## config.mk

```make
export PLATFORM = sky130hd
export DESIGN_NAME = sepconv_outq
export DESIGN_NICKNAME = d
export VERILOG_FILES = /design/src/sepconv_pkg.sv /design/src/sepconv_outq.sv
export SDC_FILE = /design/constraint.sdc
export NUM_CORES = 1
export LEC_CHECK = 0
export ABC_AREA = 1
export BUFFER_PORTS_ARGS = -buffer_cell sky130_fd_sc_hd__buf_2
export CAP_MARGIN = 20
export CORE_MARGIN = 4
export CORE_UTILIZATION = 25
export DETAILED_ROUTE_END_ITERATION = 12
export SKIP_LAST_GASP = 1
export SYNTH_ARGS = -nofsm -noshare
export SYNTH_HDL_FRONTEND = slang
export SYNTH_SLANG_ARGS = --single-unit
```

## constraint.sdc

```tcl
create_clock -name clk -period 4.85 [get_ports clk]
set_input_delay 0 -clock clk [delete_from_list [all_inputs] [get_ports clk]]
set_output_delay 0 -clock clk [all_outputs]
set_load 0.01 [all_outputs]
```

## src/sepconv_pkg.sv

```systemverilog
`timescale 1ns / 1ps
// ----------------------------------------------------------------------------
// sepconv_pkg
// Shared types and fixed widths of the separable 5x5 mirror convolution.
// ----------------------------------------------------------------------------
package sepconv_pkg;

  localparam int SAMPLE_W  = 16;
  localparam int WEIGHT_W  = 18;
  localparam int RING_ROWS = 5;
  localparam int RING_W    = 3;
  localparam int TAP_W     = 3;
  localparam int HPROD_W   = SAMPLE_W + WEIGHT_W;
  localparam int ROWSUM_W  = HPROD_W + 3;
  localparam int VPROD_W   = ROWSUM_W + WEIGHT_W;
  localparam int ACC_W     = VPROD_W + 3;
  localparam int FRAC_W    = 32;
  localparam int RES_W     = ACC_W - FRAC_W;
  localparam int CFG_W     = 32;
  localparam int ADDR_W    = 5;
  localparam int REGIDX_W  = 3;
  localparam int WREG_W    = 11;
  localparam int HREG_W    = 13;

  localparam logic OP_SAMPLE = 1'b0;
  localparam logic OP_DRAIN  = 1'b1;

  localparam logic [REGIDX_W-1:0] REG_IMAGE_WIDTH  = 3'd0;
  localparam logic [REGIDX_W-1:0] REG_IMAGE_HEIGHT = 3'd1;
  localparam logic [REGIDX_W-1:0] REG_H_CENTER     = 3'd2;
  localparam logic [REGIDX_W-1:0] REG_H_NEAR       = 3'd3;
  localparam logic [REGIDX_W-1:0] REG_H_FAR        = 3'd4;
  localparam logic [REGIDX_W-1:0] REG_V_CENTER     = 3'd5;
  localparam logic [REGIDX_W-1:0] REG_V_NEAR       = 3'd6;
  localparam logic [REGIDX_W-1:0] REG_V_FAR        = 3'd7;

  typedef struct packed {
    logic                       op;
    logic signed [SAMPLE_W-1:0] sample;
  } in_item_t;

  typedef struct packed {
    logic signed [SAMPLE_W-1:0] filtered;
    logic                       row_end;
    logic                       frame_end;
    logic                       run_last;
  } out_item_t;

  typedef struct packed {
    logic                       is_sample;
    logic signed [SAMPLE_W-1:0] sample;
  } job_t;

  typedef struct packed {
    logic signed [WEIGHT_W-1:0] h_center;
    logic signed [WEIGHT_W-1:0] h_near;
    logic signed [WEIGHT_W-1:0] h_far;
    logic signed [WEIGHT_W-1:0] v_center;
    logic signed [WEIGHT_W-1:0] v_near;
    logic signed [WEIGHT_W-1:0] v_far;
  } weights_t;

endpackage

```

## src/sepconv_outq.sv

```systemverilog
`timescale 1ns / 1ps
// ----------------------------------------------------------------------------
// sepconv_outq
// Four-entry queue of finished result items toward the output port.
// ----------------------------------------------------------------------------
module sepconv_outq (
  input  logic                   clk,
  input  logic                   rst_n,
  input  logic                   res_push,
  input  sepconv_pkg::out_item_t res_item,
  output logic                   res_full,
  input  logic                   pop,
  output logic                   empty,
  output sepconv_pkg::out_item_t out_item
);

  sepconv_pkg::out_item_t q_r [4];
  logic [1:0] wr_ptr_r, wr_ptr_nxt;
  logic [1:0] rd_ptr_r, rd_ptr_nxt;
  logic [2:0] count_r, count_nxt;
  logic       do_push, do_pop;

  assign res_full = (count_r == 3'd4);
  assign empty    = (count_r == 3'd0);
  assign out_item = q_r[rd_ptr_r];
  assign do_push  = res_push && !res_full;
  assign do_pop   = pop && !empty;

  always_comb begin
    wr_ptr_nxt = wr_ptr_r + 2'(do_push);
    rd_ptr_nxt = rd_ptr_r + 2'(do_pop);
    count_nxt  = count_r + 3'(do_push) - 3'(do_pop);
  end

  always_ff @(posedge clk) begin
    if (!rst_n) begin
      wr_ptr_r <= 2'd0;
      rd_ptr_r <= 2'd0;
      count_r  <= 3'd0;
    end else begin
      wr_ptr_r <= wr_ptr_nxt;
      rd_ptr_r <= rd_ptr_nxt;
      count_r  <= count_nxt;
    end
  end

  always_ff @(posedge clk) begin
    if (do_push) begin
      q_r[wr_ptr_r] <= res_item;
    end
  end

endmodule

```

==> impl_metrics.ini <==
[clock_network]
clk_path_buf_depth = 2
cts_tree = yes
cts_resized = 0
clock_latency_ns = 0.33
path_clk_slew_ns = 0.06
root_buffer = clkbuf_16
cts.sinks = 83
post_cts_buffers = 0
numCtsBuffers = 9
cts-hold-fix-buffers = 21
h-tree-depth = 3

[timing]
clock_skew_ns = 0.00672
rsz0062_at_grt = false
tns_ns = 0
max_slew.worst_pin.slew_ns = 0.760
slew_headroom_pct = 49.3
setup_viol = 0
drv_slew = 0
post-route-period-util_pct = 44.8
max_freq_ghz = 0.461
period_needed_ns = 2.17
hold_violations = 0

[drt]
drtIter0Drc = 106
vias = 2009
vias_per_cell = 4.20
ant_nets = 0
drt-pass1-iter-count = 4
drc = 0
wl_per_cell_um = 13.7
wl_mm = 6.55

[synth]
ys_ff_latch = 83
yosys_warnings = 0
async_flop_share_pct = 0
yosys-top-cells-area = edfxtp_1 (72%), nor2_1 (5.1%), dfxtp_1 (4.4%)
synthMuxAreaShare_pct = 0
synth-edff-count = 76
syn_area_sq_mm = 0.00318
yosysMostFrequentCell = edfxtp_1
synth_top_family_by_area = compound AO/OA/AOI/OAI gates
synth_common_cells = edfxtp_1 (76), nor2_1 (43), o21ai_1 (21), o22ai_1 (19), o21ai_0 (18)
yosys_most_used_dff = edfxtp_1
synth_xor_area_share_pct = 0
synth_cells = 237
ys_seq_area_share_pct = 76.1
synth_compound_area_share_pct = 10.7
synthAdderAreaFrac_pct = 1.42
synth-simple-area-share_pct = 8.06
yosysTopAreaCell = edfxtp_1
netlist.area_leader.share_pct = 71.7
syn_avg_cell_area_sq_um = 13.4
synth_fp_nets = 263
ys_types = 21

[setup_path]
critPathKind = reg -> out
cp.arrival_ns = 2.17
start_kind = register
cp-end-kind = primary output
crit_fanout = 21
required_ns = 4.85

[placement]
gp_congestion = 0.746
hpwlAfterDp_mm = 4.03
io_buffers = 43

[final_layout]
fin_util_pct = 33.5
finalNetCount = 331
area_growth_pct = 28.7
n_antenna_cell = 0
drive_above_1_share_pct = 22.3

[floorplan]
start_util_pct = 26.1
rows = 40
die_w_um = 121
die-area_sq_mm = 0.0146
die-height_um = 121
core_area_sq_mm = 0.0122
ioPinCount = 44

[grt]
grt_use_total_pct = 9.64
grt_overflow = 0
antenna_found_initial = 0
grt_pass1_vias = 2029
grt_pass1_wl_mm = 10.6
grt_max_degree = 41

[power]
vdd_drop_max_mv = 0.238
cell_internal_pwr_mw = 1.46
p_comb_share_pct = 24.0
p_leak_nw = 1.48
p_sw_mw = 0.601
power_frac_seq_pct = 44.3
power_density_mw_per_mm2 = 504
p_clk_share_pct = 31.6
switching_share_pct = 29.1

[job]
drv_cap = 0

[min_path]
hp-class = in -> reg

[run_status]
status = completed
state kept, by name, indices dropped and copies added (netlist names):
signal    flops
q_r          76
count_r       3
rd_ptr_r      2
wr_ptr_r      2
layer usage:
metal  vias up  track usage [%]  wire length, um
li1       1003                -                -
met1       967             11.5             2920
met2        30             15.9             3280
met3         9             2.81              207
met4         0             4.75              140
met5         -                0                0
area by class of cell:
class | instances | area, sq um
Fill cell | 1219 | 8120
Sequential cell | 83 | 2420
Multi-Input combinational cell | 129 | 662
Timing Repair Buffer | 69 | 463
Clock buffer | 14 | 254
Tap cell | 168 | 210
Inverter | 13 | 48.8
Clock inverter | 2 | 35.0
worst paths after layout:
| check | startpoint | to | slack (ns) | cells after the start |
|---|---|---|---|---|
| min | res_push | wr_ptr_r[0] | 0.15 | 6 |
| max | rd_ptr_r[1] | out_item[16] | 2.68 | 4 |
| min reg2reg | wr_ptr_r[1] | wr_ptr_r[1] | 0.55 | 2 |
| max reg2reg | count_r[1] | count_r[2] | 3.04 | 11 |
cells by family (layout without fill, tap and decap cells):
| group | Yosys count | in the layout |
|---|---|---|
| DFF | 83 | 83 |
| and+or+nand+nor | 65 | 65 |
| AOI/OAI and AO/OA | 61 | 61 |
| buffers and inverters | 25 | 98 |
| adders and majority gates | 3 | 3 |
worst max-delay path, cell delays in order, from the launching register on:
cell,delay (ns)
dfxtp_1,0.81
inv_1,0.55
o21ai_0,0.20
o22ai_1,0.12
buf_2,0.16
layout by cell type, fill, tap and decap left out, types with 2 or more instances in the layout:
cell type	count
clkbuf_16	9
nor2_1	43
buf_2	43
nand3_1	2
edfxtp_1	76
nand2_1	14
buf_4	5
dfxtp_1	7
o21ai_0	18
o22ai_1	19
o21ai_1	21
ha_1	2
inv_2	3
a21oi_1	2
inv_1	10
nor3_2	4
clkbuf_1	4
dlygate4sd3_1	21
per-stage QoR:
stage	power [mW]	hold slack, ns	area [sq um]	cells	setup WS [ns]
3_5_place_dp	1.43	0.216	3600	441	3.00
2_1_floorplan	1.24	0.0935	3180	237	2.53
6_report	2.06	0.153	4100	478	2.68
3_3_place_gp	1.41	0.212	3600	441	3.05
4_1_cts	2.09	0.139	4100	478	2.63
5_1_grt	2.19	0.197	4100	478	2.43
power by group through the flow:
stage | logic [mW] | registers (mW) | clock network (mW)
5_1_grt | 0.565 | 0.924 | 0.701
2_1_floorplan | 0.319 | 0.919 | 0
6_report | 0.496 | 0.915 | 0.653
4_1_cts | 0.512 | 0.915 | 0.668
3_3_place_gp | 0.485 | 0.927 | 0
3_5_place_dp | 0.496 | 0.929 | 0
(Power assumes the default switching activity.)
