===== src/sepconv_pkg.sv =====
`timescale 1ns / 1ps
// ----------------------------------------------------------------------------
// sepconv_pkg
// Shared types and fixed widths of the separable 5x5 mirror convolution.
// ----------------------------------------------------------------------------
package sepconv_pkg;

  localparam int SAMPLE_W  = 16;
  localparam int WEIGHT_W  = 18;
  localparam int RING_ROWS = 5;
  localparam int RING_W    = 3;
  localparam int TAP_W     = 3;
  localparam int HPROD_W   = SAMPLE_W + WEIGHT_W;
  localparam int ROWSUM_W  = HPROD_W + 3;
  localparam int VPROD_W   = ROWSUM_W + WEIGHT_W;
  localparam int ACC_W     = VPROD_W + 3;
  localparam int FRAC_W    = 32;
  localparam int RES_W     = ACC_W - FRAC_W;
  localparam int CFG_W     = 32;
  localparam int ADDR_W    = 5;
  localparam int REGIDX_W  = 3;
  localparam int WREG_W    = 11;
  localparam int HREG_W    = 13;

  localparam logic OP_SAMPLE = 1'b0;
  localparam logic OP_DRAIN  = 1'b1;

  localparam logic [REGIDX_W-1:0] REG_IMAGE_WIDTH  = 3'd0;
  localparam logic [REGIDX_W-1:0] REG_IMAGE_HEIGHT = 3'd1;
  localparam logic [REGIDX_W-1:0] REG_H_CENTER     = 3'd2;
  localparam logic [REGIDX_W-1:0] REG_H_NEAR       = 3'd3;
  localparam logic [REGIDX_W-1:0] REG_H_FAR        = 3'd4;
  localparam logic [REGIDX_W-1:0] REG_V_CENTER     = 3'd5;
  localparam logic [REGIDX_W-1:0] REG_V_NEAR       = 3'd6;
  localparam logic [REGIDX_W-1:0] REG_V_FAR        = 3'd7;

  typedef struct packed {
    logic                       op;
    logic signed [SAMPLE_W-1:0] sample;
  } in_item_t;

  typedef struct packed {
    logic signed [SAMPLE_W-1:0] filtered;
    logic                       row_end;
    logic                       frame_end;
    logic                       run_last;
  } out_item_t;

  typedef struct packed {
    logic                       is_sample;
    logic signed [SAMPLE_W-1:0] sample;
  } job_t;

  typedef struct packed {
    logic signed [WEIGHT_W-1:0] h_center;
    logic signed [WEIGHT_W-1:0] h_near;
    logic signed [WEIGHT_W-1:0] h_far;
    logic signed [WEIGHT_W-1:0] v_center;
    logic signed [WEIGHT_W-1:0] v_near;
    logic signed [WEIGHT_W-1:0] v_far;
  } weights_t;

endpackage


===== src/sepconv_front.sv =====
`timescale 1ns / 1ps
// ----------------------------------------------------------------------------
// sepconv_front
// Accepts input items, classifies them and queues them for the back end.
// ----------------------------------------------------------------------------
module sepconv_front (
  input  logic                  clk,
  input  logic                  rst_n,
  input  logic                  push,
  input  sepconv_pkg::in_item_t in_item,
  output logic                  full,
  input  logic                  job_pop,
  output logic                  job_valid,
  output sepconv_pkg::job_t     job
);

  sepconv_pkg::job_t q_r [2];
  logic       wr_ptr_r, wr_ptr_nxt;
  logic       rd_ptr_r, rd_ptr_nxt;
  logic [1:0] count_r, count_nxt;
  logic       do_push, do_pop;
  sepconv_pkg::job_t push_job;

  assign full      = (count_r == 2'd2);
  assign job_valid = (count_r != 2'd0);
  assign job       = q_r[rd_ptr_r];
  assign do_push   = push && !full;
  assign do_pop    = job_pop && job_valid;

  always_comb begin
    push_job.is_sample = (in_item.op == sepconv_pkg::OP_SAMPLE);
    push_job.sample    = in_item.sample;
    wr_ptr_nxt = do_push ? ~wr_ptr_r : wr_ptr_r;
    rd_ptr_nxt = do_pop ? ~rd_ptr_r : rd_ptr_r;
    count_nxt  = count_r + 2'(do_push) - 2'(do_pop);
  end

  always_ff @(posedge clk) begin
    if (!rst_n) begin
      wr_ptr_r <= 1'b0;
      rd_ptr_r <= 1'b0;
      count_r  <= 2'd0;
    end else begin
      wr_ptr_r <= wr_ptr_nxt;
      rd_ptr_r <= rd_ptr_nxt;
      count_r  <= count_nxt;
    end
  end

  always_ff @(posedge clk) begin
    if (do_push) begin
      q_r[wr_ptr_r] <= push_job;
    end
  end

endmodule


===== config.mk =====
export PLATFORM = sky130hd
export DESIGN_NAME = sepconv_front
export DESIGN_NICKNAME = d
export VERILOG_FILES = /design/src/sepconv_pkg.sv /design/src/sepconv_front.sv
export SDC_FILE = /design/constraint.sdc
export NUM_CORES = 1
export LEC_CHECK = 0
export ABC_AREA = 1
export BUFFER_PORTS_ARGS = -buffer_cell sky130_fd_sc_hd__buf_2
export CAP_MARGIN = 40
export CORE_ASPECT_RATIO = 0.9
export CORE_MARGIN = 8
export CORE_UTILIZATION = 55
export CTS_BUF_LIST = sky130_fd_sc_hd__clkbuf_8
export DETAILED_ROUTE_END_ITERATION = 10
export PLACE_DENSITY = 0.88
export SLEW_MARGIN = 20
export SYNTH_ARGS = -nofsm -noshare
export SYNTH_HDL_FRONTEND = slang
export SYNTH_SLANG_ARGS = --single-unit

===== constraint.sdc =====
create_clock -name clk -period 4.84 [get_ports clk]
set_clock_uncertainty 0.15 [all_clocks]
set_input_delay 1.452 -clock clk [delete_from_list [all_inputs] [get_ports clk]]
set_output_delay 1.452 -clock clk [all_outputs]
set_load 0.02 [all_outputs]

==> results.py, run 1 <==
metrics = {
    "global_route": {
        "use_met2": 0.1833,
        "grt_pass1_vias": 916,
        "grtUsageMet3": 0.05606,
        "antenna_found_initial": 0,
        "use_met1": 0.1170,
        "grt_max_degree": 18,
        "busiest_layer": "met2",
        "grt_pass1_wl_mm": 3.974,
        "overflow": 0,
        "groute.usage.overall": 0.1119,
    },
    "timing": {
        "worst_slack_ns": 1.699,
        "setup-violations-final": 0,
        "tightest_slew_ns": 0.7255,
        "slew_headroom": 0.5145,
        "finalSetupTns_ns": 0,
        "hold_viol": 0,
        "drv_slew": 0,
        "rsz0062_at_grt": "false",
        "fmax_mhz": 318.3,
        "period_needed_ns": 3.141,
        "fin_crit_sh": 0.6490,
        "fin_hold_ws_ns": 0.3652,
    },
    "finish": {
        "finalNetCount": 160,
        "synthToLayoutAreaGrowth_pct": 20.62,
        "layout_commonest_cell": "buf_2",
        "seqCellArea_um2": 1121,
        "n_antenna_cell": 0,
        "multi_input_area_um2": 342.8,
        "drive_gt1_frac": 0.4710,
        "finalInstanceArea_um2": 1844,
        "final_cell_mix": "buf_2 (39), edfxtp_1 (34), inv_1 (10), mux2_4 (10), nand2_1 (9)",
        "fillers": 199,
    },
    "clocking": {
        "clkSinkCount": 39,
        "cts_resized": 0,
        "hold_buffers": 0,
        "root_buffer": "clkbuf_8",
        "clk-insertion-delay-late_ns": 0.28,
        "h-tree-depth": 2,
        "post_cts_buffers": 0,
        "clk_path_buf_depth": 2,
        "cts_tree": "done",
        "path_clk_slew_ns": 0.07,
        "cts_buffers": 5,
    },
    "synthesis": {
        "yosys.area.top_type": "edfxtp_1",
        "netlist_area_um2": 1529,
        "synth_fp_nets": 114,
        "synth_top_area_share": 0.6678,
        "ys_seq_area_frac": 0.7332,
        "ys_warn_count": 0,
        "synthCells": 91,
        "ys_ff_latch": 39,
        "ys_types": 12,
        "synth.avg_cell_area_um2": 16.80,
        "synth_area_leaders": "edfxtp_1 (67%), mux2_4 (9.8%), dfxtp_1 (6.5%)",
    },
    "worst_setup_path": {
        "required_ns": 3.24,
        "cp_max_fo": 11,
        "start_kind": "register",
        "crit_type": "register to primary output",
        "arrival_ns": 1.54,
        "reg2reg_depth": 5,
        "cp-end-kind": "primary output",
    },
    "route": {
        "vias": 843,
        "avgViaCountPerCell": 5.018,
        "drt-initial-drc-count": 40,
        "finalWirelength_mm": 2.487,
        "ant_nets": 0,
        "drt_pass1_iterations": 4,
        "drc": 0,
        "wl_per_cell_um": 14.80,
    },
    "power": {
        "ir_drop_mv": 0.3048,
        "p_leak_nw": 0.7907,
        "power_mw": 0.9749,
        "power.density_nw_per_um2": 528.6,
    },
    "floorplanning": {
        "pin_count": 40,
        "dieArea_um2": 4725,
        "rows": 18,
        "coreArea_um2": 2703,
        "initial_core_util": 0.5657,
        "die_w_um": 71.58,
        "die_h_um": 66.02,
    },
    "flow_run": {
        "drv_cap": 0,
    },
    "status": {
        "status": "finished clean",
    },
    "placement": {
        "place_ws_ns": 1.841,
        "placed_area_um2": 1753,
        "gp_congestion": 0.6914,
        "post-dp-hpwl_mm": 1.853,
        "port_buffers": 39,
    },
    "hold_path": {
        "hold_class": "register to register",
        "hold_depth": 2,
    },
}
==> metrics by stage <==
step                      utilization  instances
after floorplan                     -         91
after global placement         0.6431        159
after detailed placement       0.6486        160
after CTS                      0.6824        168
after global routing           0.6824        168
final                          0.6824        168
==> cells by family after synthesis <==
family,count (synthesis),share of synthesized area
flip-flops,39,0.7332
adder cells (fa/ha/maj),2,0.01636
multiplexers,17,0.1498
AO/OA/AOI/OAI,2,0.006547
buffers and inverters,11,0.04255
AND/OR/NAND/NOR,20,0.05155
==> registers in the layout, indices dropped and copies added, names as in the netlist, named ones only <==
register / flops
count_r: 2
q_r: 34
rd_ptr_r: 1
wr_ptr_r: 1
==> power by group <==
| group | internal, mW | switching (mW) |
|---|---|---|
| Sequential | 0.428 | 0.0257 |
| Clock | 0.113 | 0.103 |
| Combinational | 0.130 | 0.175 |
| Total | 0.671 | 0.304 |
==> layout make-up <==
class,instances,area share
clock buffers,6,0.04478
clock inverters,2,0.004749
inverters,9,0.01832
multi-input cells,41,0.1859
flip-flops and latches,39,0.6079
well taps,30,0.02035
repair buffers,41,0.1180
==> worst max-delay path, cell delays in order (launching register included) <==
cell and delay (ns):
dfxtp_1 0.54, buf_8 0.22, mux2_2 0.34, buf_2 0.16
==> routing by layer <==
metal	up-vias	share of wire
li1	414	-
met4	0	0.019
met5	-	0
met1	386	0.44
met2	36	0.45
met3	7	0.090
==> path summary, 6_finish.rpt <==
path	start	slack, ns	to
worst max-delay path	register	1.70	job[5]
worst min-delay path	rd_ptr_r$_SDFFE_PN0P_	0.37	rd_ptr_r$_SDFFE_PN0P_
worst max register to register	count_r[0]$_SDFF_PN0_	2.90	q_r[0][12]$_DFFE_PP_
worst min register to register	rd_ptr_r$_SDFFE_PN0P_	0.37	rd_ptr_r$_SDFFE_PN0P_
==> synthesized netlist by cell type <==
master,n
a21oi_1,2
buf_12,1
buf_6,1
nand2_1,9
inv_1,9
mux2_2,7
dfxtp_1,5
nand3_1,3
edfxtp_1,34
mux2_4,10
nor2_1,8
ha_1,2
No activity file was read; power rests on OpenSTA's default activity.
==> run 2, diff against run 1 <==
Settings changed: CORE_UTILIZATION 55 to 54, PLACE_DENSITY 0.88 to 0.86.
Clock period 4.84 ns to 3.2 ns, I/O delays scaled along.
==> run 2 against run 1 <==
Net effect:
- worst setup slack worse by 1.2 ns
- total power is 49% higher
- first-iteration DRC count grew 90%
- count of clock-buffer cells in the layout down 1
- cell count up 6.0%
- final area shrank 0.27%
- die area rose by 1.4%
- core utilization fell by 0.75 points
- non-clock buffer count is the same
- clock power is 38% higher
- global-route usage grew 1.3 points
- combinational power increased by 52%
- largest power group unchanged
==> results.py, run 2 (synthesized netlist as in run 1, its figures left out) <==
metrics = {
    "status": {
        "status": "finished clean",
    },
    "worst_setup_path": {
        "crit_slowest_cell": "dfxtp_1",
        "arrival_ns": 1.58,
        "max_stage_delay_ns": 0.49,
        "crit_type": "register to primary output",
        "crit_family": "flip-flops",
        "ff2ff_setup_slack_ns": 1.33,
        "cp-end-kind": "primary output",
        "cp_max_fo": 11,
        "start_kind": "register",
        "required_ns": 2.09,
        "path_cells": "buf_4 > mux2_2 > buf_2",
        "crit_buf_inv": 2,
    },
    "finish": {
        "n_antenna_cell": 0,
        "largestRegisters": "q_r (34), count_r (2)",
        "largest_reg_flops": 34,
        "finalNetCount": 160,
        "drive_gt1_frac": 0.4638,
        "final_cell_mix": "buf_2 (39), edfxtp_1 (34), inv_1 (11)",
        "finalInstanceArea_um2": 1839,
        "synthToLayoutAreaGrowth_pct": 20.29,
        "layout_commonest_cell": "buf_2",
        "regMostFlops": "q_r",
    },
    "route": {
        "vias": 856,
        "drt_pass1_iterations": 4,
        "drc": 0,
        "avgViaCountPerCell": 4.809,
        "ant_nets": 0,
        "wl_per_cell_um": 15.02,
        "drt-initial-drc-count": 76,
        "finalWirelength_mm": 2.673,
    },
    "timing": {
        "period_needed_ns": 2.689,
        "drv_slew": 0,
        "rsz0062_at_grt": "false",
        "hold_viol": 0,
        "finalSetupTns_ns": 0,
        "setup-violations-final": 0,
        "fmax_mhz": 371.9,
        "slew_headroom": 0.5505,
        "fin_crit_sh": 0.8403,
        "tightest_slew_ns": 0.6735,
        "fin_hold_ws_ns": 0.3790,
        "worst_slack_ns": 0.5111,
    },
    "floorplanning": {
        "coreArea_um2": 2725,
        "pin_count": 40,
        "initial_core_util": 0.5611,
        "die_w_um": 72.09,
        "die_h_um": 66.48,
        "rows": 18,
        "dieArea_um2": 4793,
    },
    "global_route": {
        "grt_pass1_vias": 924,
        "antenna_found_initial": 0,
        "overflow": 0,
        "grt_max_degree": 18,
        "grt_pass1_wl_mm": 4.347,
        "groute.usage.overall": 0.1249,
    },
    "power": {
        "ir_drop_mv": 0.3959,
        "p_leak_nw": 0.7869,
        "power_mw": 1.449,
        "power.density_nw_per_um2": 787.7,
    },
    "placement": {
        "placed_area_um2": 1758,
        "gp_congestion": 0.6692,
        "post-dp-hpwl_mm": 2.041,
        "port_buffers": 39,
        "place_ws_ns": 0.7861,
    },
    "clocking": {
        "clk_path_buf_depth": 2,
        "h-tree-depth": 2,
        "cts_buffers": 5,
        "post_cts_buffers": 0,
        "hold_buffers": 0,
        "cts_tree": "done",
        "clk-insertion-delay-late_ns": 0.28,
        "clkSinkCount": 39,
        "root_buffer": "clkbuf_8",
        "cts_resized": 0,
        "path_clk_slew_ns": 0.07,
    },
    "hold_path": {
        "hold_class": "register to register",
    },
    "flow_run": {
        "drv_cap": 0,
    },
}
## run 2: cell type report
cell class	instances	area, µm²
well taps	40	50.05
fillers	199	885.9
inverters	9	33.78
multi-input cells	41	342.8
flip-flops and latches	39	1121
repair buffers	41	210.2
clock inverters	3	12.51
clock buffers	5	68.82
## run 2: through the flow
step | instances | util
floorplan | 91 | -
global placement | 170 | 0.6451
detailed placement | 170 | 0.6451
CTS | 178 | 0.6749
global route | 178 | 0.6749
finish | 178 | 0.6749
## run 2: where the power goes
part           internal (mW)  leakage (nW)  switching [mW]
clock network          0.146        0.0505           0.152
logic                  0.192         0.377           0.272
registers              0.648         0.359          0.0384
## run 2: worst reg2reg max path: stages (launching register included)
cell and delay, ns:
dfxtp_1 0.36, inv_1 0.07, nand2_1 0.12, nand2_1 0.10, nor2_1 0.47, buf_4 0.32
## run 2: worst paths after layout
check,from,cells after the start,endpoint
min reg2reg,wr_ptr_r$_SDFFE_PN0N_,2,wr_ptr_r$_SDFFE_PN0N_
max reg2reg,count_r[0]$_SDFF_PN0_,5,q_r[0][9]$_DFFE_PP_
min,wr_ptr_r$_SDFFE_PN0N_,2,wr_ptr_r$_SDFFE_PN0N_
max,register,3,job[4]
## run 2: per-layer routing
| metal | global-route usage | part of all wire | up-vias |
|---|---|---|---|
| met1 | 0.1255 | 0.39 | 400 |
| met5 | 0 | 0 | - |
| met4 | 0.07125 | 0.020 | 0 |
| met2 | 0.2061 | 0.50 | 33 |
| li1 | - | - | 415 |
| met3 | 0.06447 | 0.087 | 8 |
